## config.mk

```make
export PLATFORM = sky130hd
export DESIGN_NAME = vt100_text_console_parser_unit
export DESIGN_NICKNAME = d
export VERILOG_FILES = /design/src/design/vtp_pkg.sv /design/src/design/vtp_ofifo.sv /design/src/design/vtp_ctrl.sv /design/src/design/vtp_dpath.sv /design/src/design/vt100_text_console_parser_unit.sv
export SDC_FILE = /design/constraint.sdc
export NUM_CORES = 1
export LEC_CHECK = 0
export BUFFER_PORTS_ARGS = -buffer_cell sky130_fd_sc_hd__buf_2
export CORE_MARGIN = 10
export CORE_UTILIZATION = 60
export CTS_BUF_LIST = sky130_fd_sc_hd__clkbuf_4
export DETAILED_ROUTE_END_ITERATION = 10
export HOLD_SLACK_MARGIN = 0.15
export PLACE_DENSITY = 0.86
export SLEW_MARGIN = 0
export SYNTH_ARGS = -nofsm -noshare
export SYNTH_HDL_FRONTEND = slang
export SYNTH_SLANG_ARGS = --single-unit
```

## constraint.sdc

```tcl
create_clock -name clk -period 7.3 [get_ports clk]
set_input_delay 1.46 -clock clk [delete_from_list [all_inputs] [get_ports clk]]
set_output_delay 1.46 -clock clk [all_outputs]
set_load 0.1 [all_outputs]
```

## src/design/vtp_pkg.sv

```systemverilog
// Shared types, codes and translation tables of the text console parser.
package vtp_pkg;

	localparam int ESCAPE_DEPTH_DEF = 16;
	localparam int MAX_COLUMNS      = 256;
	localparam int MAX_ROWS         = 128;
	localparam int OFIFO_DEPTH      = 4;

	localparam logic [8:0] COLUMNS_RESET = 9'd80;
	localparam logic [7:0] ROWS_RESET    = 8'd30;

	localparam logic [1:0] REG_ENABLE  = 2'd0;
	localparam logic [1:0] REG_COLUMNS = 2'd1;
	localparam logic [1:0] REG_ROWS    = 2'd2;

	localparam logic [7:0] CH_BS  = 8'h08;
	localparam logic [7:0] CH_LF  = 8'h0a;
	localparam logic [7:0] CH_CR  = 8'h0d;
	localparam logic [7:0] CH_ESC = 8'h1b;

	localparam logic [2:0] CMD_DRAW   = 3'd0;
	localparam logic [2:0] CMD_SCROLL = 3'd1;
	localparam logic [2:0] CMD_CLEAR  = 3'd2;
	localparam logic [2:0] CMD_REPORT = 3'd3;
	localparam logic [2:0] CMD_SHOW   = 3'd4;
	localparam logic [2:0] CMD_HIDE   = 3'd5;

	localparam logic [1:0] CS_GFX   = 2'd0;
	localparam logic [1:0] CS_UK    = 2'd1;
	localparam logic [1:0] CS_ASCII = 2'd2;

	localparam logic [3:0] OP_NONE    = 4'd0;
	localparam logic [3:0] OP_EXEC    = 4'd1;
	localparam logic [3:0] OP_SKIP    = 4'd2;
	localparam logic [3:0] OP_SIGN    = 4'd3;
	localparam logic [3:0] OP_DIGIT   = 4'd4;
	localparam logic [3:0] OP_END_ROW = 4'd5;
	localparam logic [3:0] OP_END_COL = 4'd6;
	localparam logic [3:0] OP_SEP_ROW = 4'd7;
	localparam logic [3:0] OP_SEP_COL = 4'd8;

	typedef struct packed {
		logic [2:0] command;
		logic [7:0] glyph;
		logic [8:0] column;
		logic [7:0] row;
		logic       inverse;
		logic       last;
	} result_t;

	typedef struct packed {
		logic       accept;
		logic [3:0] op;
	} ctl_t;

	typedef struct packed {
		logic pos_start;
		logic at_space;
		logic at_sign;
		logic at_digit;
		logic semi_ok;
	} stat_t;

	localparam logic [7:0] GFX_ROM [256] = '{
		8'h00,8'h01,8'h02,8'h03,8'h04,8'h05,8'h06,8'h07,8'h08,8'h09,8'h0a,8'h0b,8'h0c,8'h0d,8'h0e,8'h0f,
		8'h10,8'h11,8'h12,8'h13,8'h14,8'h15,8'h16,8'h17,8'h18,8'h19,8'h1a,8'h1b,8'h1c,8'h1d,8'h1e,8'h1f,
		8'h20,8'h21,8'h22,8'h23,8'h24,8'h25,8'h26,8'h27,8'h28,8'h29,8'h2a,8'h1a,8'h1b,8'h18,8'h19,8'h2f,
		8'hdb,8'h31,8'h32,8'h33,8'h34,8'h35,8'h36,8'h37,8'h38,8'h39,8'h3a,8'h3b,8'h3c,8'h3d,8'h3e,8'h3f,
		8'h40,8'h41,8'h42,8'h43,8'h44,8'h45,8'h46,8'h47,8'h48,8'h49,8'h4a,8'h4b,8'h4c,8'h4d,8'h4e,8'h4f,
		8'h50,8'h51,8'h52,8'h53,8'h54,8'h55,8'h56,8'h57,8'h58,8'h59,8'h5a,8'h5b,8'h5c,8'h5d,8'h5e,8'ha0,
		8'h00,8'hb1,8'h00,8'h00,8'h00,8'h00,8'hb0,8'hb1,8'hb0,8'h00,8'hd9,8'hbf,8'hda,8'hc0,8'hc5,8'h00,
		8'h00,8'hc4,8'h00,8'h00,8'hc3,8'hb4,8'hc1,8'hc2,8'hb3,8'hf3,8'hf2,8'he3,8'h00,8'h9c,8'hb7,8'h7f,
		8'h80,8'h81,8'h82,8'h83,8'h84,8'h85,8'h86,8'h87,8'h88,8'h89,8'h8a,8'h8b,8'h8c,8'h8d,8'h8e,8'h8f,
		8'h90,8'h91,8'h92,8'h93,8'h94,8'h95,8'h96,8'h97,8'h98,8'h99,8'h9a,8'h9b,8'h9c,8'h9d,8'h9e,8'h9f,
		8'ha0,8'ha1,8'h9b,8'h9c,8'ha4,8'h9d,8'ha6,8'h15,8'ha8,8'ha9,8'ha6,8'hab,8'haa,8'had,8'hae,8'haf,
		8'hb0,8'hb1,8'hb2,8'hb3,8'hb4,8'hb5,8'h14,8'hb7,8'hb8,8'hb9,8'ha7,8'haf,8'hac,8'hab,8'hbe,8'ha8,
		8'hc0,8'hc1,8'hc2,8'hc3,8'h8e,8'h8f,8'h92,8'h80,8'hc8,8'h90,8'hca,8'hcb,8'hcc,8'hcd,8'hce,8'hcf,
		8'hd0,8'ha5,8'hd2,8'hd3,8'hd4,8'hd5,8'h99,8'hd7,8'hd8,8'hd9,8'hda,8'hdb,8'h9a,8'hdd,8'hde,8'hdf,
		8'h85,8'ha0,8'h83,8'he3,8'h84,8'h86,8'h91,8'h87,8'h8a,8'h82,8'h88,8'h89,8'h8d,8'ha1,8'h8c,8'h8b,
		8'hf0,8'ha4,8'h95,8'ha2,8'h93,8'hf5,8'h94,8'hf6,8'hf8,8'h97,8'ha3,8'h96,8'h81,8'hfd,8'hfe,8'h98
	};

	// UK set above 0x7f; lower codes pass unchanged
	localparam logic [7:0] UK_HIGH_ROM [128] = '{
		8'h80,8'h81,8'h82,8'h83,8'h84,8'h85,8'h86,8'h87,8'h88,8'h89,8'h8a,8'h8b,8'h8c,8'h8d,8'h8e,8'h8f,
		8'h90,8'h91,8'h92,8'h93,8'h94,8'h95,8'h96,8'h97,8'h98,8'h99,8'h9a,8'h9b,8'h9c,8'h9d,8'h9e,8'h9f,
		8'h5f,8'ha1,8'h9b,8'h7d,8'ha4,8'h9d,8'ha6,8'h15,8'ha8,8'ha9,8'ha6,8'hab,8'haa,8'had,8'hae,8'haf,
		8'h66,8'h67,8'hb2,8'hb3,8'hb4,8'hb5,8'h14,8'h7e,8'hb8,8'hb9,8'ha7,8'haf,8'hac,8'hab,8'hbe,8'ha8,
		8'hc0,8'hc1,8'hc2,8'hc3,8'h8e,8'h8f,8'h92,8'h80,8'hc8,8'h90,8'hca,8'hcb,8'hcc,8'hcd,8'hce,8'hcf,
		8'hd0,8'ha5,8'hd2,8'hd3,8'hd4,8'hd5,8'h99,8'hd7,8'hd8,8'hd9,8'hda,8'hdb,8'h9a,8'hdd,8'hde,8'hdf,
		8'h85,8'ha0,8'h83,8'he3,8'h84,8'h86,8'h91,8'h87,8'h8a,8'h82,8'h88,8'h89,8'h8d,8'ha1,8'h8c,8'h8b,
		8'hf0,8'ha4,8'h95,8'ha2,8'h93,8'hf5,8'h94,8'hf6,8'hf8,8'h97,8'ha3,8'h96,8'h81,8'hfd,8'hfe,8'h98
	};

	function automatic logic [7:0] glyph_for(logic [1:0] cs, logic [7:0] c);
		logic [7:0] g;
		unique case (cs)
			CS_GFX: g = GFX_ROM[c];
			CS_UK: g = c[7] ? UK_HIGH_ROM[c[6:0]] : c;
			default: g = c;
		endcase
		return g;
	endfunction

	function automatic result_t cmd_only(logic [2:0] cmd);
		result_t r;
		r = '0;
		r.command = cmd;
		r.last = 1'b1;
		return r;
	endfunction

endpackage

```

## src/design/vtp_ofifo.sv

```systemverilog
// Four-word result queue between the datapath and the output stream.
module vtp_ofifo (
	input  logic             clk,
	input  logic             arst_n,
	input  logic [1:0]       push_n,
	input  vtp_pkg::result_t push_d0,
	input  vtp_pkg::result_t push_d1,
	input  logic             pop,
	output logic             valid,
	output vtp_pkg::result_t head,
	output logic [2:0]       count
);
	import vtp_pkg::*;

	localparam int AW = $clog2(OFIFO_DEPTH);

	result_t        mem_q [OFIFO_DEPTH];
	logic [AW-1:0]  wp_q, rp_q;
	logic [2:0]     cnt_q;
	logic           do_pop;

	assign do_pop = pop && (cnt_q != 3'd0);

	always_ff @(posedge clk or negedge arst_n) begin
		if (!arst_n) begin
			wp_q <= '0;
			rp_q <= '0;
			cnt_q <= '0;
		end else begin
			wp_q <= wp_q + AW'(push_n);
			rp_q <= rp_q + AW'(do_pop);
			cnt_q <= cnt_q + 3'(push_n) - 3'(do_pop);
		end
	end

	always_ff @(posedge clk) begin
		if (push_n != 2'd0) mem_q[wp_q] <= push_d0;
		if (push_n == 2'd2) mem_q[wp_q + AW'(1)] <= push_d1;
	end

	assign valid = cnt_q != 3'd0;
	assign head = mem_q[rp_q];
	assign count = cnt_q;

endmodule

```

## src/design/vtp_ctrl.sv

```systemverilog
// Controller: sequences execution and the cursor position scan.
module vtp_ctrl (
	input  logic           clk,
	input  logic           arst_n,
	input  logic           in_valid,
	input  logic           enable,
	input  logic           room,
	input  vtp_pkg::stat_t stat,
	output logic           ready,
	output vtp_pkg::ctl_t  ctl
);
	import vtp_pkg::*;

	localparam logic [2:0] ST_IDLE = 3'd0;
	localparam logic [2:0] ST_EXEC = 3'd1;
	localparam logic [2:0] ST_WS   = 3'd2;
	localparam logic [2:0] ST_DIG  = 3'd3;
	localparam logic [2:0] ST_SEP  = 3'd4;

	logic [2:0] state_q, state_d;
	logic       col_q, col_d;

	assign ready = (state_q == ST_IDLE) && room;
	assign ctl.accept = in_valid && ready;

	always_comb begin
		state_d = state_q;
		col_d = col_q;
		ctl.op = OP_NONE;
		unique case (state_q)
			ST_IDLE: begin
				if (ctl.accept && enable) state_d = ST_EXEC;
			end
			ST_EXEC: begin
				ctl.op = OP_EXEC;
				col_d = 1'b0;
				state_d = stat.pos_start ? ST_WS : ST_IDLE;
			end
			ST_WS: begin
				if (stat.at_space) begin
					ctl.op = OP_SKIP;
				end else begin
					if (stat.at_sign) ctl.op = OP_SIGN;
					state_d = ST_DIG;
				end
			end
			ST_DIG: begin
				if (stat.at_digit) begin
					ctl.op = OP_DIGIT;
				end else begin
					ctl.op = col_q ? OP_END_COL : OP_END_ROW;
					state_d = ST_SEP;
				end
			end
			ST_SEP: begin
				ctl.op = col_q ? OP_SEP_COL : OP_SEP_ROW;
				if (!col_q && stat.semi_ok) begin
					col_d = 1'b1;
					state_d = ST_WS;
				end else begin
					state_d = ST_IDLE;
				end
			end
			default: state_d = ST_IDLE;
		endcase
	end

	always_ff @(posedge clk or negedge arst_n) begin
		if (!arst_n) begin
			state_q <= ST_IDLE;
			col_q <= 1'b0;
		end else begin
			state_q <= state_d;
			col_q <= col_d;
		end
	end

endmodule

```

## src/design/vtp_dpath.sv

```systemverilog
// Datapath: cursor state, escape store, number scan and result build.
module vtp_dpath #(
	parameter int ESCAPE_DEPTH = vtp_pkg::ESCAPE_DEPTH_DEF
) (
	input  logic             clk,
	input  logic             arst_n,
	input  vtp_pkg::ctl_t    ctl,
	input  logic [7:0]       char_in,
	input  logic [8:0]       cfg_columns,
	input  logic [7:0]       cfg_rows,
	output vtp_pkg::stat_t   stat,
	output logic [1:0]       push_n,
	output vtp_pkg::result_t push_d0,
	output vtp_pkg::result_t push_d1
);
	import vtp_pkg::*;

	localparam int SD = ESCAPE_DEPTH - 1;
	localparam int CW = $clog2(ESCAPE_DEPTH + 1);
	localparam int IW = $clog2(SD);

	localparam logic [3:0] K_ORD     = 4'd0;
	localparam logic [3:0] K_STORE   = 4'd1;
	localparam logic [3:0] K_SAVE    = 4'd2;
	localparam logic [3:0] K_REST    = 4'd3;
	localparam logic [3:0] K_CSET    = 4'd4;
	localparam logic [3:0] K_CLEAR   = 4'd5;
	localparam logic [3:0] K_HIDE    = 4'd6;
	localparam logic [3:0] K_SHOW    = 4'd7;
	localparam logic [3:0] K_INV_ON  = 4'd8;
	localparam logic [3:0] K_INV_OFF = 4'd9;
	localparam logic [3:0] K_REPORT  = 4'd10;
	localparam logic [3:0] K_POS     = 4'd11;

	logic [7:0]    char_q;
	logic [7:0]    cur_col_q, sav_col_q;
	logic [6:0]    cur_row_q, sav_row_q;
	logic [1:0]    cset_q;
	logic          inv_q;
	logic [CW-1:0] cnt_q, nlen_q, p_q, start_q;
	logic [7:0]    store_q [SD];
	logic [15:0]   val_q;
	logic          neg_q, dig_q;
	logic [7:0]    y_q;
	logic [8:0]    x_q;

	logic          esc_act;
	logic [7:0]    lead;
	logic [3:0]    kind;
	logic [CW-1:0] wr_cnt;

	assign esc_act = (cnt_q != '0) && (cnt_q < CW'(ESCAPE_DEPTH));
	assign lead = (cnt_q == CW'(1)) ? char_q : store_q[0];
	assign wr_cnt = cnt_q - CW'(1);

	always_comb begin
		kind = K_ORD;
		if (esc_act) begin
			if (lead == "7") kind = K_SAVE;
			else if (lead == "8") kind = K_REST;
			else if (lead == "(") kind = (cnt_q == CW'(1)) ? K_STORE : K_CSET;
			else if (lead == "[") begin
				if (cnt_q == CW'(1)) begin
					kind = K_STORE;
				end else begin
					unique case (char_q)
						"J": kind = (cnt_q == CW'(3) && store_q[1] == "2") ? K_CLEAR : K_ORD;
						"l", "h": begin
							if (cnt_q == CW'(5) && store_q[1] == "?" && store_q[2] == "2" &&
							    store_q[3] == "5")
								kind = (char_q == "l") ? K_HIDE : K_SHOW;
							else
								kind = K_ORD;
						end
						"m": begin
							if (cnt_q == CW'(3) && store_q[1] == "7") kind = K_INV_ON;
							else if (cnt_q == CW'(4) && store_q[1] == "2" && store_q[2] == "7")
								kind = K_INV_OFF;
							else kind = K_ORD;
						end
						"n": kind = (cnt_q == CW'(3) && store_q[1] == "6") ? K_REPORT : K_ORD;
						"H": kind = K_POS;
						default: kind = K_STORE;
					endcase
				end
			end
		end
	end

	// scan byte at the position pointer
	logic [7:0] scan_b;
	logic       scan_v;
	assign scan_v = p_q < nlen_q;
	assign scan_b = (p_q < CW'(SD)) ? store_q[p_q[IW-1:0]] : 8'h00;

	assign stat.pos_start = (ctl.op == OP_EXEC) && (kind == K_POS);
	assign stat.at_space = scan_v && (scan_b == 8'h20 || (scan_b >= 8'h09 && scan_b <= 8'h0d));
	assign stat.at_sign = scan_v && (scan_b == "+" || scan_b == "-");
	assign stat.at_digit = scan_v && scan_b >= "0" && scan_b <= "9";
	assign stat.semi_ok = scan_v && scan_b == ";";

	logic h_ok;
	assign h_ok = scan_v && scan_b == "H";

	// ordinary byte
	logic [8:0] col_inc, o_col;
	logic [7:0] row_inc, o_row;
	logic       o_draw, o_esc, o_scroll;

	assign col_inc = {1'b0, cur_col_q} + 9'd1;
	assign row_inc = {1'b0, cur_row_q} + 8'd1;

	always_comb begin
		o_col = {1'b0, cur_col_q};
		o_row = {1'b0, cur_row_q};
		o_draw = 1'b0;
		o_esc = 1'b0;
		priority if (char_q == CH_CR) begin
			o_col = '0;
		end else if (char_q == CH_LF) begin
			o_col = '0;
			o_row = row_inc;
		end else if (char_q == CH_BS) begin
			if (cur_col_q != 8'd0) begin
				o_col = {1'b0, cur_col_q} - 9'd1;
			end else if (cur_row_q != 7'd0) begin
				o_row = {1'b0, cur_row_q} - 8'd1;
				o_col = cfg_columns - 9'd1;
			end
		end else if (char_q == CH_ESC) begin
			o_esc = 1'b1;
		end else begin
			o_draw = 1'b1;
			if (col_inc >= cfg_columns) begin
				o_col = '0;
				o_row = row_inc;
			end else begin
				o_col = col_inc;
			end
		end
		o_scroll = o_row >= cfg_rows;
		if (o_scroll) o_row = cfg_rows - 8'd1;
	end

	logic do_ord;
	assign do_ord = (ctl.op == OP_EXEC && kind == K_ORD) ||
	                (ctl.op == OP_SEP_ROW && !stat.semi_ok) ||
	                (ctl.op == OP_SEP_COL && !h_ok);

	result_t draw_r, rep_r;
	always_comb begin
		draw_r.command = CMD_DRAW;
		draw_r.glyph = glyph_for(cset_q, char_q);
		draw_r.column = {1'b0, cur_col_q};
		draw_r.row = {1'b0, cur_row_q};
		draw_r.inverse = inv_q;
		draw_r.last = !o_scroll;
		rep_r = cmd_only(CMD_REPORT);
		rep_r.column = col_inc;
		rep_r.row = row_inc;
	end

	always_comb begin
		push_n = 2'd0;
		push_d0 = cmd_only(CMD_SCROLL);
		push_d1 = cmd_only(CMD_SCROLL);
		if (do_ord) begin
			if (o_draw) begin
				push_d0 = draw_r;
				push_n = o_scroll ? 2'd2 : 2'd1;
			end else if (o_scroll) begin
				push_n = 2'd1;
			end
		end else if (ctl.op == OP_EXEC) begin
			unique case (kind)
				K_CLEAR: begin push_n = 2'd1; push_d0 = cmd_only(CMD_CLEAR); end
				K_HIDE: begin push_n = 2'd1; push_d0 = cmd_only(CMD_HIDE); end
				K_SHOW: begin push_n = 2'd1; push_d0 = cmd_only(CMD_SHOW); end
				K_REPORT: begin push_n = 2'd1; push_d0 = rep_r; end
				default: push_n = 2'd0;
			endcase
		end
	end

	// number clamp to [1, limit]
	logic [8:0]  lim, clamped;
	logic [19:0] acc;
	assign lim = (ctl.op == OP_END_ROW) ? {1'b0, cfg_rows} : cfg_columns;
	always_comb begin
		if ((neg_q && dig_q) || !dig_q || val_q == 16'd0) clamped = 9'd1;
		else if (val_q > {7'd0, lim}) clamped = lim;
		else clamped = val_q[8:0];
	end
	assign acc = {1'b0, val_q, 3'b000} + {3'b000, val_q, 1'b0} + {16'd0, scan_b[3:0]};

	always_ff @(posedge clk or negedge arst_n) begin
		if (!arst_n) begin
			cur_col_q <= '0;
			cur_row_q <= '0;
			sav_col_q <= '0;
			sav_row_q <= '0;
			cset_q <= CS_ASCII;
			inv_q <= 1'b0;
			cnt_q <= '0;
			p_q <= '0;
			start_q <= '0;
			neg_q <= 1'b0;
			dig_q <= 1'b0;
		end else begin
			if (do_ord) begin
				cur_col_q <= o_col[7:0];
				cur_row_q <= o_row[6:0];
				cnt_q <= o_esc ? CW'(1) : '0;
			end else begin
				unique case (ctl.op)
					OP_EXEC: begin
						unique case (kind)
							K_STORE: cnt_q <= cnt_q + CW'(1);
							K_SAVE: begin
								sav_col_q <= cur_col_q;
								sav_row_q <= cur_row_q;
								cnt_q <= '0;
							end
							K_REST: begin
								cur_col_q <= sav_col_q;
								cur_row_q <= sav_row_q;
								cnt_q <= '0;
							end
							K_CSET: begin
								if (char_q == "0") cset_q <= CS_GFX;
								else if (char_q == "A") cset_q <= CS_UK;
								else if (char_q == "B") cset_q <= CS_ASCII;
								cnt_q <= '0;
							end
							K_CLEAR: begin
								cur_col_q <= '0;
								cur_row_q <= '0;
								cnt_q <= '0;
							end
							K_INV_ON: begin inv_q <= 1'b1; cnt_q <= '0; end
							K_INV_OFF: begin inv_q <= 1'b0; cnt_q <= '0; end
							K_POS: begin
								p_q <= CW'(1);
								start_q <= CW'(1);
								neg_q <= 1'b0;
								dig_q <= 1'b0;
								cnt_q <= '0;
							end
							default: cnt_q <= '0;
						endcase
					end
					OP_SKIP: p_q <= p_q + CW'(1);
					OP_SIGN: begin
						neg_q <= scan_b == "-";
						p_q <= p_q + CW'(1);
					end
					OP_DIGIT: begin
						dig_q <= 1'b1;
						p_q <= p_q + CW'(1);
					end
					OP_END_ROW, OP_END_COL: begin
						// no digits: rewind past any white space and sign
						if (!dig_q) p_q <= start_q;
					end
					OP_SEP_ROW: begin
						p_q <= p_q + CW'(1);
						start_q <= p_q + CW'(1);
						neg_q <= 1'b0;
						dig_q <= 1'b0;
					end
					OP_SEP_COL: begin
						cur_col_q <= 8'(x_q - 9'd1);
						cur_row_q <= 7'(y_q - 8'd1);
					end
					default: ;
				endcase
			end
		end
	end

	always_ff @(posedge clk) begin
		if (ctl.accept) char_q <= char_in;
		if (ctl.op == OP_EXEC && esc_act) store_q[wr_cnt[IW-1:0]] <= char_q;
		if (ctl.op == OP_EXEC) begin
			nlen_q <= cnt_q;
			val_q <= '0;
		end
		if (ctl.op == OP_SEP_ROW) val_q <= '0;
		if (ctl.op == OP_DIGIT) val_q <= (acc > 20'd65535) ? 16'hffff : acc[15:0];
		if (ctl.op == OP_END_ROW) y_q <= clamped[7:0];
		if (ctl.op == OP_END_COL) x_q <= clamped;
	end

endmodule

```

## src/design/vt100_text_console_parser_unit.sv

```systemverilog
// VT100 console parser: one character per word in, draw and control command words out.
// Each accepted character is taken in the idle state and then executed, when its command
// words enter a four-word output queue; a cursor position sequence (ESC [ row ; col H)
// then scans the bytes held in the escape store after ESC one at a time, through the
// white-space, digit and separator states. A new character is taken once execution is
// done and the queue has room for two words, so input continues while results wait
// downstream. Registers: enable at 0x0, text columns at 0x4 (clamped to 1..256),
// text rows at 0x8 (1..128).
module vt100_text_console_parser_unit #(
	parameter int ESCAPE_DEPTH = vtp_pkg::ESCAPE_DEPTH_DEF
) (
	input  logic        clk,
	input  logic        arst_n,
	input  logic        s_tvalid,
	output logic        s_tready,
	input  logic [7:0]  s_tdata,   // [7:0] char_in
	output logic        m_tvalid,
	input  logic        m_tready,
	output logic [31:0] m_tdata,   // [7:0] glyph_code, [16:8] column, [24:17] row,
	                               // [25] inverse, [31:26] zero
	output logic [2:0]  m_tuser,   // [2:0] command
	output logic        m_tlast,
	input  logic        psel,
	input  logic        penable,
	input  logic        pwrite,
	input  logic [3:0]  paddr,
	input  logic [31:0] pwdata,
	output logic [31:0] prdata,
	output logic        pready
);
	import vtp_pkg::*;

	logic       enable_q;
	logic [8:0] columns_q;
	logic [7:0] rows_q;
	logic       cfg_wr;
	logic [1:0] reg_idx;

	assign pready = 1'b1;
	assign cfg_wr = psel && penable && pwrite && pready;
	assign reg_idx = paddr[3:2];

	always_ff @(posedge clk or negedge arst_n) begin
		if (!arst_n) begin
			enable_q <= 1'b0;
			columns_q <= COLUMNS_RESET;
			rows_q <= ROWS_RESET;
		end else if (cfg_wr) begin
			unique case (reg_idx)
				REG_ENABLE: enable_q <= pwdata[0];
				REG_COLUMNS: begin
					if (pwdata[8:0] == 9'd0) columns_q <= 9'd1;
					else if (pwdata[8:0] > 9'(MAX_COLUMNS)) columns_q <= 9'(MAX_COLUMNS);
					else columns_q <= pwdata[8:0];
				end
				REG_ROWS: begin
					if (pwdata[7:0] == 8'd0) rows_q <= 8'd1;
					else if (pwdata[7:0] > 8'(MAX_ROWS)) rows_q <= 8'(MAX_ROWS);
					else rows_q <= pwdata[7:0];
				end
				default: ;
			endcase
		end
	end

	always_comb begin
		unique case (reg_idx)
			REG_ENABLE: prdata = {31'd0, enable_q};
			REG_COLUMNS: prdata = {23'd0, columns_q};
			REG_ROWS: prdata = {24'd0, rows_q};
			default: prdata = '0;
		endcase
	end

	ctl_t       ctl;
	stat_t      stat;
	logic [1:0] push_n;
	result_t    push_d0, push_d1, head;
	logic [2:0] fifo_cnt;

	vtp_ctrl u_ctrl (
		.clk      (clk),
		.arst_n   (arst_n),
		.in_valid (s_tvalid),
		.enable   (enable_q),
		.room     (fifo_cnt <= 3'(OFIFO_DEPTH - 2)),
		.stat     (stat),
		.ready    (s_tready),
		.ctl      (ctl)
	);

	vtp_dpath #(.ESCAPE_DEPTH(ESCAPE_DEPTH)) u_dpath (
		.clk         (clk),
		.arst_n      (arst_n),
		.ctl         (ctl),
		.char_in     (s_tdata),
		.cfg_columns (columns_q),
		.cfg_rows    (rows_q),
		.stat        (stat),
		.push_n      (push_n),
		.push_d0     (push_d0),
		.push_d1     (push_d1)
	);

	vtp_ofifo u_ofifo (
		.clk     (clk),
		.arst_n  (arst_n),
		.push_n  (push_n),
		.push_d0 (push_d0),
		.push_d1 (push_d1),
		.pop     (m_tready),
		.valid   (m_tvalid),
		.head    (head),
		.count   (fifo_cnt)
	);

	assign m_tdata = {6'd0, head.inverse, head.row, head.column, head.glyph};
	assign m_tuser = head.command;
	assign m_tlast = head.last;

	a_ready_room: assert property (@(posedge clk) disable iff (!arst_n)
		s_tready |-> fifo_cnt <= 3'(OFIFO_DEPTH - 2))
		else $error("input ready without room for two words");

	a_busy_after_accept: assert property (@(posedge clk) disable iff (!arst_n)
		(s_tvalid && s_tready && enable_q) |=> !s_tready)
		else $error("ready again before the character was executed");

	a_valid_count: assert property (@(posedge clk) disable iff (!arst_n)
		m_tvalid == (fifo_cnt != 3'd0))
		else $error("output valid disagrees with queue count");

endmodule

```

======== Word-level counts from Yosys, hierarchy flattened ========
Memories as Yosys holds them, arrays and structs flattened.
Index checks and enable logic that the tools add are counted.
storage, ports and cells
  memories kept ........................... 4
  output and inout port bits .............. 71
  memory bits (read-only) ................. 3072
  word-level logic and storage cells ...... 321
  bits in registers ....................... 123
  input port bits ......................... 51
  bits in writable memories ............... 240
cells by class
  magnitude comparators ................... 16
  add/subtract/negate cells ............... 18
  bitwise operators ....................... 3
  multiplexer cells ....................... 108
  eq/ne operators ......................... 69
  reductions and logical operators ........ 79
memories
  memory           words  bits a word  read ports  clocked after memory_dff  wr ports  line             text
  (no name shown)  256    8            1           0                         0         vtp_pkg.sv:98    CS_GFX: g = GFX_ROM[c];
  (no name shown)  128    8            1           0                         0         vtp_pkg.sv:99    CS_UK: g = c[7] ? UK_HIGH_ROM[c[6:0]] : c;
  u_dpath.store_q  15     8            5           0                         1         vtp_dpath.sv:41  logic [7:0] store_q [SD];
  u_ofifo.mem_q    4      30           1           0                         2         vtp_ofifo.sv:17  result_t mem_q [OFIFO_DEPTH];
operators with widths
  cell                  count
  $mux 8                26
  $eq 8x6->1 const B    15
  $pmux 30 s4           1
  $eq 8x7->1 const B    10
  $mux 16               4
  $mux 30               2
  $mux 4                13
  $pmux 8 s2            3
  $eq 4x3->1 const B    8
  $logic_and 1x1->1     29
  $mux 28               1
  $pmux 7 s2            2
  $mux 9                3
  $pmux 9 s3            1
  $mux 5                5
  $eq 8x4->1 const B    3
  $sub 8x1->8 const B   3
  $mux 2                11
  $add 19x17->20        1
  $add 20x4->20         1
  $eq 4x4->1 const B    5
  $gt 20x16->1 const B  1
  $mux 1                20
  $pmux 4 s5            1
  other kinds (71)      124

======== Logic depth before layout (Yosys ltp) ========
Gate-level depths: netlist (run 1).
An unclocked memory read counts as a cell.
  depth in word-level cells ............... 21
  gate-level depth with buffers ........... 31
  mapped depth without buffers ............ 26

======== Cells and area by module ========
A second synthesis (run 1) with hierarchy kept.
second synthesis, totals
  cells, all modules ...................... 2163
  area, all modules ....................... 24407.2 um2
by module, submodules not included
  module                          instances  area an instance (um2)  cells each  sequential area each (um2)
  vtp_dpath                       1          16529.6                 1679        6417.4
  vtp_ofifo                       1          6376.1                  329         3778.6
  vt100_text_console_parser_unit  1          1201.2                  120         457.9
  vtp_ctrl                        1          300.3                   35          100.1

======== Worst setup path after synthesis (run 1) ========
No wires, ideal clock.
  path type ............................... register to register
  from .................................... register u_dpath.cur_col_q[0]
  to ...................................... register u_ofifo.cnt_q[2], in the netlist u_ofifo.count[2]
  path buffers ............................ 3
  arrival ................................. 5531 ps
  slack ................................... 1646 ps
  stages on the path, launching flop included .. 27
  data required time ...................... 7177 ps
  setup time .............................. 123 ps
  clock period less this slack ............ 5654 ps
  cell sequence ........................... dfrtp_1 -> clkbuf_1 -> and3_1 -> nand3_1 -> inv_1 -> and3_1 -> xor2_1 -> ha_1 -> o21a_1 -> o22a_1 -> clkbuf_1 -> a21oi_1 -> nand2b_1 -> nand2_1 -> a21oi_1 -> a21oi_1 -> ha_1 -> nor2b_1 -> o21ai_0 -> a21oi_1 -> o41a_1 -> clkbuf_1 -> ha_1 -> a21o_1 -> ha_1 -> fa_1 -> xnor2_1
between the ends
  cells in the longest elaborated chain, start to end .. 13
  elaborated cells on any way between the ends .. 16
  classes of those cells .................. add/sub: 3; order compare: 2; mux: 10; reduce/logical: 1
ends and longest elaborated chain
  what                                     line                                text
  start, declared                          vtp_dpath.sv:36                     logic [7:0] cur_col_q, sav_col_q;
  start signal, assigned                   vtp_dpath.sv:211                    cur_col_q <= o_col[7:0];
  start signal, assigned                   vtp_dpath.sv:225                    cur_col_q <= sav_col_q;
  start signal, assigned                   vtp_dpath.sv:272                    cur_col_q <= 8'(x_q - 9'd1);
  $add 8x1->9                              vtp_dpath.sv:110                    assign col_inc = {1'b0, cur_col_q} + 9'd1;
  $ge 9x9->1                               vtp_dpath.sv:134                    if (col_inc >= cfg_columns) begin
  $mux 8                                   vtp_dpath.sv:134
  $mux 8                                   vtp_dpath.sv:130                    end else if (char_q == CH_ESC) begin
  $mux 8 *                                 vtp_dpath.sv:123                    end else if (char_q == CH_BS) begin
  $mux 8 *                                 vtp_dpath.sv:120                    end else if (char_q == CH_LF) begin
  $mux 8 *                                 vtp_dpath.sv:118                    priority if (char_q == CH_CR) begin
  $ge 8x8->1 *                             vtp_dpath.sv:141                    o_scroll = o_row >= cfg_rows;
  $mux 1 / $mux 2 (equally long branches)  vtp_dpath.sv:171, vtp_dpath.sv:170
  $mux 2 *                                 vtp_dpath.sv:168                    if (o_draw) begin
  $mux 2 *                                 vtp_dpath.sv:167                    if (do_ord) begin
  $add 3x2->3 *                            vtp_ofifo.sv:32                     cnt_q <= cnt_q + 3'(push_n) - 3'(do_pop);
  $sub 3x1->3 *                            vtp_ofifo.sv:32
  end signal, assigned                     vtp_ofifo.sv:32
  end, declared                            vtp_ofifo.sv:19                     logic [2:0] cnt_q;
Mark *: on every way between the ends. The rest lies on a longest branch, timed or not.
A chain may end at the register's enable or synchronous reset.

==> results.cfg, run 1 <==
[synthesis]
synth-main-ff-cell = edfxtp_1
ys_async_sr_fraction = 0.2135
yosysSeqAreaShare = 0.4232
synth.avg_cell_area_um2 = 10.15
synth_edf_count = 171
ys_types = 103
syn_area_mm2 = 0.02250
netlist_instances = 2218
ys_ff_latch = 370
ys_warn_count = 0

[critical_path]
crit_path_max_incr_delay_ns = 0.68
worstReg2RegStart = u_dpath.cur_col_q[0]
crit_required_ns = 7.99
r2r_setup_slack_ns = 0.83
worstRegToRegCells = 24
worst-path-stages = 24
cp.arrival_ns = 7.15
start_kind = flip-flop
critPathCapture = u_ofifo.mem_q[0][12]
slowest_stage = and3_2
end_kind = flip-flop
path_cells = and3_1, nand3_1, inv_1, and3_1, xor2_1, ha_1, o21a_1, o22a_1, a21oi_1, o32a_1, nor2_1, a21oi_1, ha_1, nor2b_1, o21ai_0, a21oi_1, o41a_1, ha_1, nor2_1, nand3_1, and3_2, buf_4, nor2_1, a211oi_1
r2r_end = u_ofifo.mem_q[0][12]
critical_path_class = reg -> reg
critical-path-top-delay-family = compound AO/OA/AOI/OAI gates
crit_buf_inv = 2
worstPathMaxFanout = 26
crit_path_start = u_dpath.cur_col_q[0]

[detailed_routing]
viasPerCell = 6.642
drcViolationCount = 0
wl_per_cell_um = 21.48
first_pass_iters = 8
drt_iter0_drc = 2018
ant_nets = 0
vias = 18740
drt_wl_total_um = 60590

[clock_network]
clkTransAtPathRegs_ns = 0.07
root_buffer = clkbuf_4
cts.path.max_buffers = 3
cts_hold_buf = 0
cts_sinks = 370
clock_latency_ns = 0.82
htreeDepth = 3
cts_setup_buffers = 0
cts_tree = done
ctsResizeCount = 0
cts_buffers = 94

[final_layout]
finalNetCount = 2431
syn2layout_area_growth_pct = 7.506
drive_gt1_frac = 0.1769
fin_area_mm2 = 0.02419
layout_common_cells = nor2_1 (214), edfxtp_1 (171), nand2_1 (158)
final_util = 0.6577
mostFrequentLayoutCell = nor2_1

[placement]
globalplace.congestion = 0.9761
dpl.hpwl_um = 41920
preCtsSetupSlack_ns = 0.9463
io_buffers = 66
dpl_cell_area_mm2 = 0.02298

[sta]
min_period_ns = 6.467
hold_ws_ns = 0.4788
fmax_mhz = 154.6
drv_slew = 0
fin_crit_sh = 0.8859
fin_ws_ns = 0.8333
tightest_slew_ns = 1.189
finalHoldViolCount = 0
fin_skew_ns = 0.07872
slew_headroom = 0.2054
setup_violations = 0
fin_tns_setup_ns = 0
rsz0062_at_grt = no

[hold_path]
holdPathStages = 2
min-delay-path-class = reg -> reg

[pwr]
irDropWorstVdd_v = 0.0003924
p_leak_nw = 9.301
p_per_area_mw_per_mm2 = 363.5

[grt]
groute.usage.overall = 0.2631
antenna_found_initial = 1
overflow = 0
grt_pass1_vias = 18220
grt_pass1_wl_um = 96630
grt_max_degree = 86

[status]
outcome = finished clean

[floorplan]
ios = 122
start_util = 0.6117
row_count = 70
die_y_um = 213.7
dieArea_mm2 = 0.04565
core_area_mm2 = 0.03679
die_w_um = 213.7

[flow_run]
drv_cap = 0
==> sequential cells by signal, summed over array words and instances (netlist names), 3 cells and up <==
register	cells
u_dpath.char_q	8
rows_q	8
u_dpath.cur_col_q	8
u_dpath.cur_row_q	7
u_ofifo.mem_q	120
u_dpath.start_q	5
u_dpath.cnt_q	5
u_dpath.store_q	127
u_dpath.nlen_q	5
columns_q	9
u_dpath.val_q	16
u_dpath.sav_col_q	8
u_ofifo.count	3
u_dpath.y_q	7
u_ctrl.state_q	3
u_dpath.x_q	8
u_dpath.p_q	5
u_dpath.sav_row_q	7
==> report_power, final <==
| part | switching, mW | internal, mW |
|---|---|---|
| clock network | 0.868 | 0.903 |
| registers | 0.332 | 2.62 |
| logic | 2.77 | 1.29 |
==> area by class of cell <==
type,count,area [µm²]
Sequential cell,370,9524
Fill cell,2795,12590
Tap cell,468,585.6
Timing Repair Buffer,107,678.2
Antenna cell,1,2.502
Clock inverter,35,178.9
Clock buffer,137,1028
Multi-Input combinational cell,1612,11850
Inverter,91,341.6
==> synth_stat cells (9+ instances only) <==
master,instances,share of area
a211o_1,9,0.0035
a211oi_1,74,0.025
a21o_1,9,0.0030
a21oi_1,123,0.027
a221oi_1,9,0.0035
a22o_1,27,0.011
a22oi_1,25,0.0083
a31oi_1,17,0.0047
and2_1,13,0.0036
and3_1,17,0.0047
buf_1,15,0.0025
buf_2,12,0.0027
buf_4,40,0.013
buf_6,13,0.0065
clkbuf_1,93,0.016
dfrtp_1,72,0.080
dfxtp_1,120,0.11
edfxtp_1,171,0.23
ha_1,101,0.056
inv_1,87,0.015
mux2_2,27,0.014
mux2i_1,73,0.032
mux4_2,63,0.063
nand2_1,158,0.026
nand2b_1,30,0.0083
nand3_1,67,0.015
nand3b_1,9,0.0030
nand4_1,18,0.0050
nor2_1,214,0.036
nor2b_1,38,0.011
nor3_1,48,0.011
nor4_1,15,0.0042
o211ai_1,18,0.0060
o21ai_0,97,0.022
o21ai_1,10,0.0022
o22ai_1,19,0.0053
o311ai_0,10,0.0039
o31ai_1,11,0.0037
or2_2,10,0.0028
xnor2_1,27,0.011
xor2_1,23,0.0090
==> worst min-delay path by stage <==
stage / to / slack [ns] / start
floorplan: u_ofifo.mem_q[3][27] / 0.43 / u_ofifo.mem_q[3][27]
CTS: u_ofifo.mem_q[1][20] / 0.48 / u_ofifo.mem_q[1][20]
global placement: u_ofifo.mem_q[3][27] / 0.46 / u_ofifo.mem_q[3][27]
detailed placement: u_ofifo.mem_q[1][20] / 0.47 / u_ofifo.mem_q[1][20]
global route: u_ofifo.mem_q[1][20] / 0.51 / u_ofifo.mem_q[1][20]
finish: u_ofifo.mem_q[1][20] / 0.48 / u_ofifo.mem_q[1][20]
==> worst min-delay path: cells and delay by family (launching register included) <==
family,cells,cell delay [ns]
compound gates,1,0.06
flops,1,0.31
simple gates,1,0.07
==> per-stage QoR <==
stage | cells | total power, mW
5_1_grt | 2821 | 9.285
4_1_cts | 2820 | 8.780
2_1_floorplan | 2246 | 6.166
3_5_place_dp | 2648 | 7.010
6_report | 2821 | 8.794
3_3_place_gp | 2648 | 6.871
==> metal layers <==
metal	vias up	global-route usage	wire length (µm)
li1	8444	-	-
met1	9111	0.3466	24760
met2	1008	0.4223	28520
met3	174	0.04220	5097
met4	0	0.1166	2213
met5	-	0	0
==> cell families after synthesis <==
group,synth area share
and+or+nand+nor,0.1558
AOI/OAI and AO/OA,0.1756
DFF,0.4232
buffers and inverters,0.05571
muxes,0.1110
adders and majority gates,0.05883
xor gates and xnor gates,0.01946
other,0.0003337
Power figures use the tool's default switching activity.
==> inputs of run 2 (changes only) <==
==> constraint.sdc (replaced) <==
create_clock -name clk -period 7 [get_ports clk]
set_input_delay 1.4 -clock clk [delete_from_list [all_inputs] [get_ports clk]]
set_output_delay 1.4 -clock clk [all_outputs]
set_load 0.1 [all_outputs]
==> run 2 against run 1 <==
Net effect:
- total power is 4.7% higher
- critical path depth stayed put
- clock skew is 0.019 ns lower
- setup slack worse by 0.41 ns
- non-clock buffer count is 6 higher
- maximum frequency is 1.7% lower
- sequential power is 4% higher
- register-to-register slack worse by 0.41 ns
- core utilization is 0.17 points higher
- routed wire length is 1.4% higher
- sequential share of layout area is 0.10 points lower
- critical endpoint is now u_ofifo.mem_q[1][8]
- largest cell class unchanged
==> results.cfg, run 2 (synthesis gave the netlist of run 1 again) <==
[status]
outcome = finished clean

[detailed_routing]
first_pass_iters = 6
wl_per_cell_um = 21.71
drcViolationCount = 0
ant_nets = 0
vias = 18810
drt_iter0_drc = 2365
drt_wl_total_um = 61420
viasPerCell = 6.648

[grt]
antenna_found_initial = 2
grtUsageMet2 = 0.4220
grt_max_degree = 86
grtUsageMet1 = 0.3479
overflow = 0
top_usage_layer = met2
grt_pass1_wl_um = 97300
groute.usage.overall = 0.2659
grt_pass1_vias = 18230
gr-usage-met3 = 0.05417

[pwr]
totalPowerFinal_mw = 9.210
irDropWorstVdd_v = 0.0004197
p_per_area_mw_per_mm2 = 379.7
p_leak_nw = 9.335

[critical_path]
r2r_setup_slack_ns = 0.42
start_kind = flip-flop
crit_required_ns = 7.69
slowest_stage = and3_2
end_kind = flip-flop
path_cells = and3_1, nand3_1, inv_1, and3_1, xor2_1, ha_1, o21a_1, o22a_1, a21oi_1, o32a_1, nor2_1, a21oi_1, ha_1, nor2b_1, o21ai_0, a21oi_1, o41a_1, ha_1, nor2_1, nand3_1, and3_2, buf_4, nor2_1, a211oi_1
crit_path_max_incr_delay_ns = 0.78
critical_path_class = reg -> reg
worstPathMaxFanout = 35
critical-path-top-delay-family = compound AO/OA/AOI/OAI gates
crit_buf_inv = 2
cp.arrival_ns = 7.27

[final_layout]
fillCellCount = 2781
syn2layout_area_growth_pct = 7.779
finalNetCount = 2437
layout_common_cells = nor2_1 (214), edfxtp_1 (171), nand2_1 (158)
mostFrequentLayoutCell = nor2_1
final_util = 0.6593
fin_cells = 2829
largest_register_ffs = 127
drive_gt1_frac = 0.1776

[floorplan]
ios = 122
start_util = 0.6117
row_count = 70
dieArea_mm2 = 0.04565
die_y_um = 213.7
core_area_mm2 = 0.03679
die_w_um = 213.7

[clock_network]
htreeDepth = 3
cts_tree = done
root_buffer = clkbuf_4
clkTransAtPathRegs_ns = 0.07
ctsResizeCount = 0
cts_hold_buf = 0
cts_sinks = 370
cts.path.max_buffers = 3
cts_buffers = 94
cts_setup_buffers = 0
clock_latency_ns = 0.82

[placement]
globalplace.congestion = 0.9643
io_buffers = 66
dpl.hpwl_um = 42540
dp.cells = 2654

[sta]
rsz0062_at_grt = no
hold_ws_ns = 0.4858
fin_tns_setup_ns = 0
min_period_ns = 6.578
tightest_slew_ns = 0.9739
fmax_mhz = 152.0
finalHoldViolCount = 0
fin_skew_ns = 0.06014
slew_headroom = 0.3491
fin_crit_sh = 0.9396
setup_violations = 0
drv_slew = 0

[flow_run]
drv_cap = 0

[hold_path]
min-delay-path-class = reg -> reg
==> run 2: routing by layer <==
layer	part of all wire	vias up	wire length, µm
met5	0	-	0
met4	0.035	0	2132
met3	0.095	192	5821
met2	0.47	1108	29110
met1	0.40	9056	24360
li1	-	8451	-
==> run 2: tightest hold or removal path: cells and delay by family (launching register included) <==
family | cells | cell delay [ns]
mux | 1 | 0.07
simple gates | 1 | 0.06
flops | 1 | 0.33
==> run 2: cell type report <==
cell class                 instances  area [µm²]  area share
inverter                          91       341.6     0.01408
clock inverter                    38       220.2    0.009080
timing repair buffer             113       710.7     0.02930
sequential                       370        9524      0.3927
clock buffer                     135        1013     0.04179
antenna                            2       5.005   0.0002064
tap                              468       585.6     0.02414
multi-input combinational       1612       11850      0.4887
==> run 2: per-stage QoR <==
stage	setup slack (ns)	instance area, µm²
floorplan	1.346	22610
global placement	0.6975	23010
detailed placement	0.6562	23010
CTS	0.5773	24250
global route	0.01303	24250
finish	0.4225	24250
==> run 2: report_power, final <==
part	total, mW	internal [mW]	leakage [nW]	switching [mW]
registers	3.07	2.74	3.56	0.333
clock network	1.88	0.970	0.727	0.911
logic	4.26	1.36	5.05	2.90
total	9.21	5.06	9.34	4.15
==> run 2: worst paths after layout <==
kind / startpoint / to / cells after the start
worst min-delay path: u_ofifo.mem_q[3][27] / u_ofifo.mem_q[3][27] / 2
worst min register to register: u_ofifo.mem_q[3][27] / u_ofifo.mem_q[3][27] / 2
worst max-delay path: u_dpath.cur_col_q[4] / u_ofifo.mem_q[1][8] / 24
min in group asynchronous: arst_n / u_dpath.p_q[4] / 1
max in group asynchronous: arst_n / u_dpath.sav_row_q[2] / 2
worst max register to register: u_dpath.cur_col_q[4] / u_ofifo.mem_q[1][8] / 24
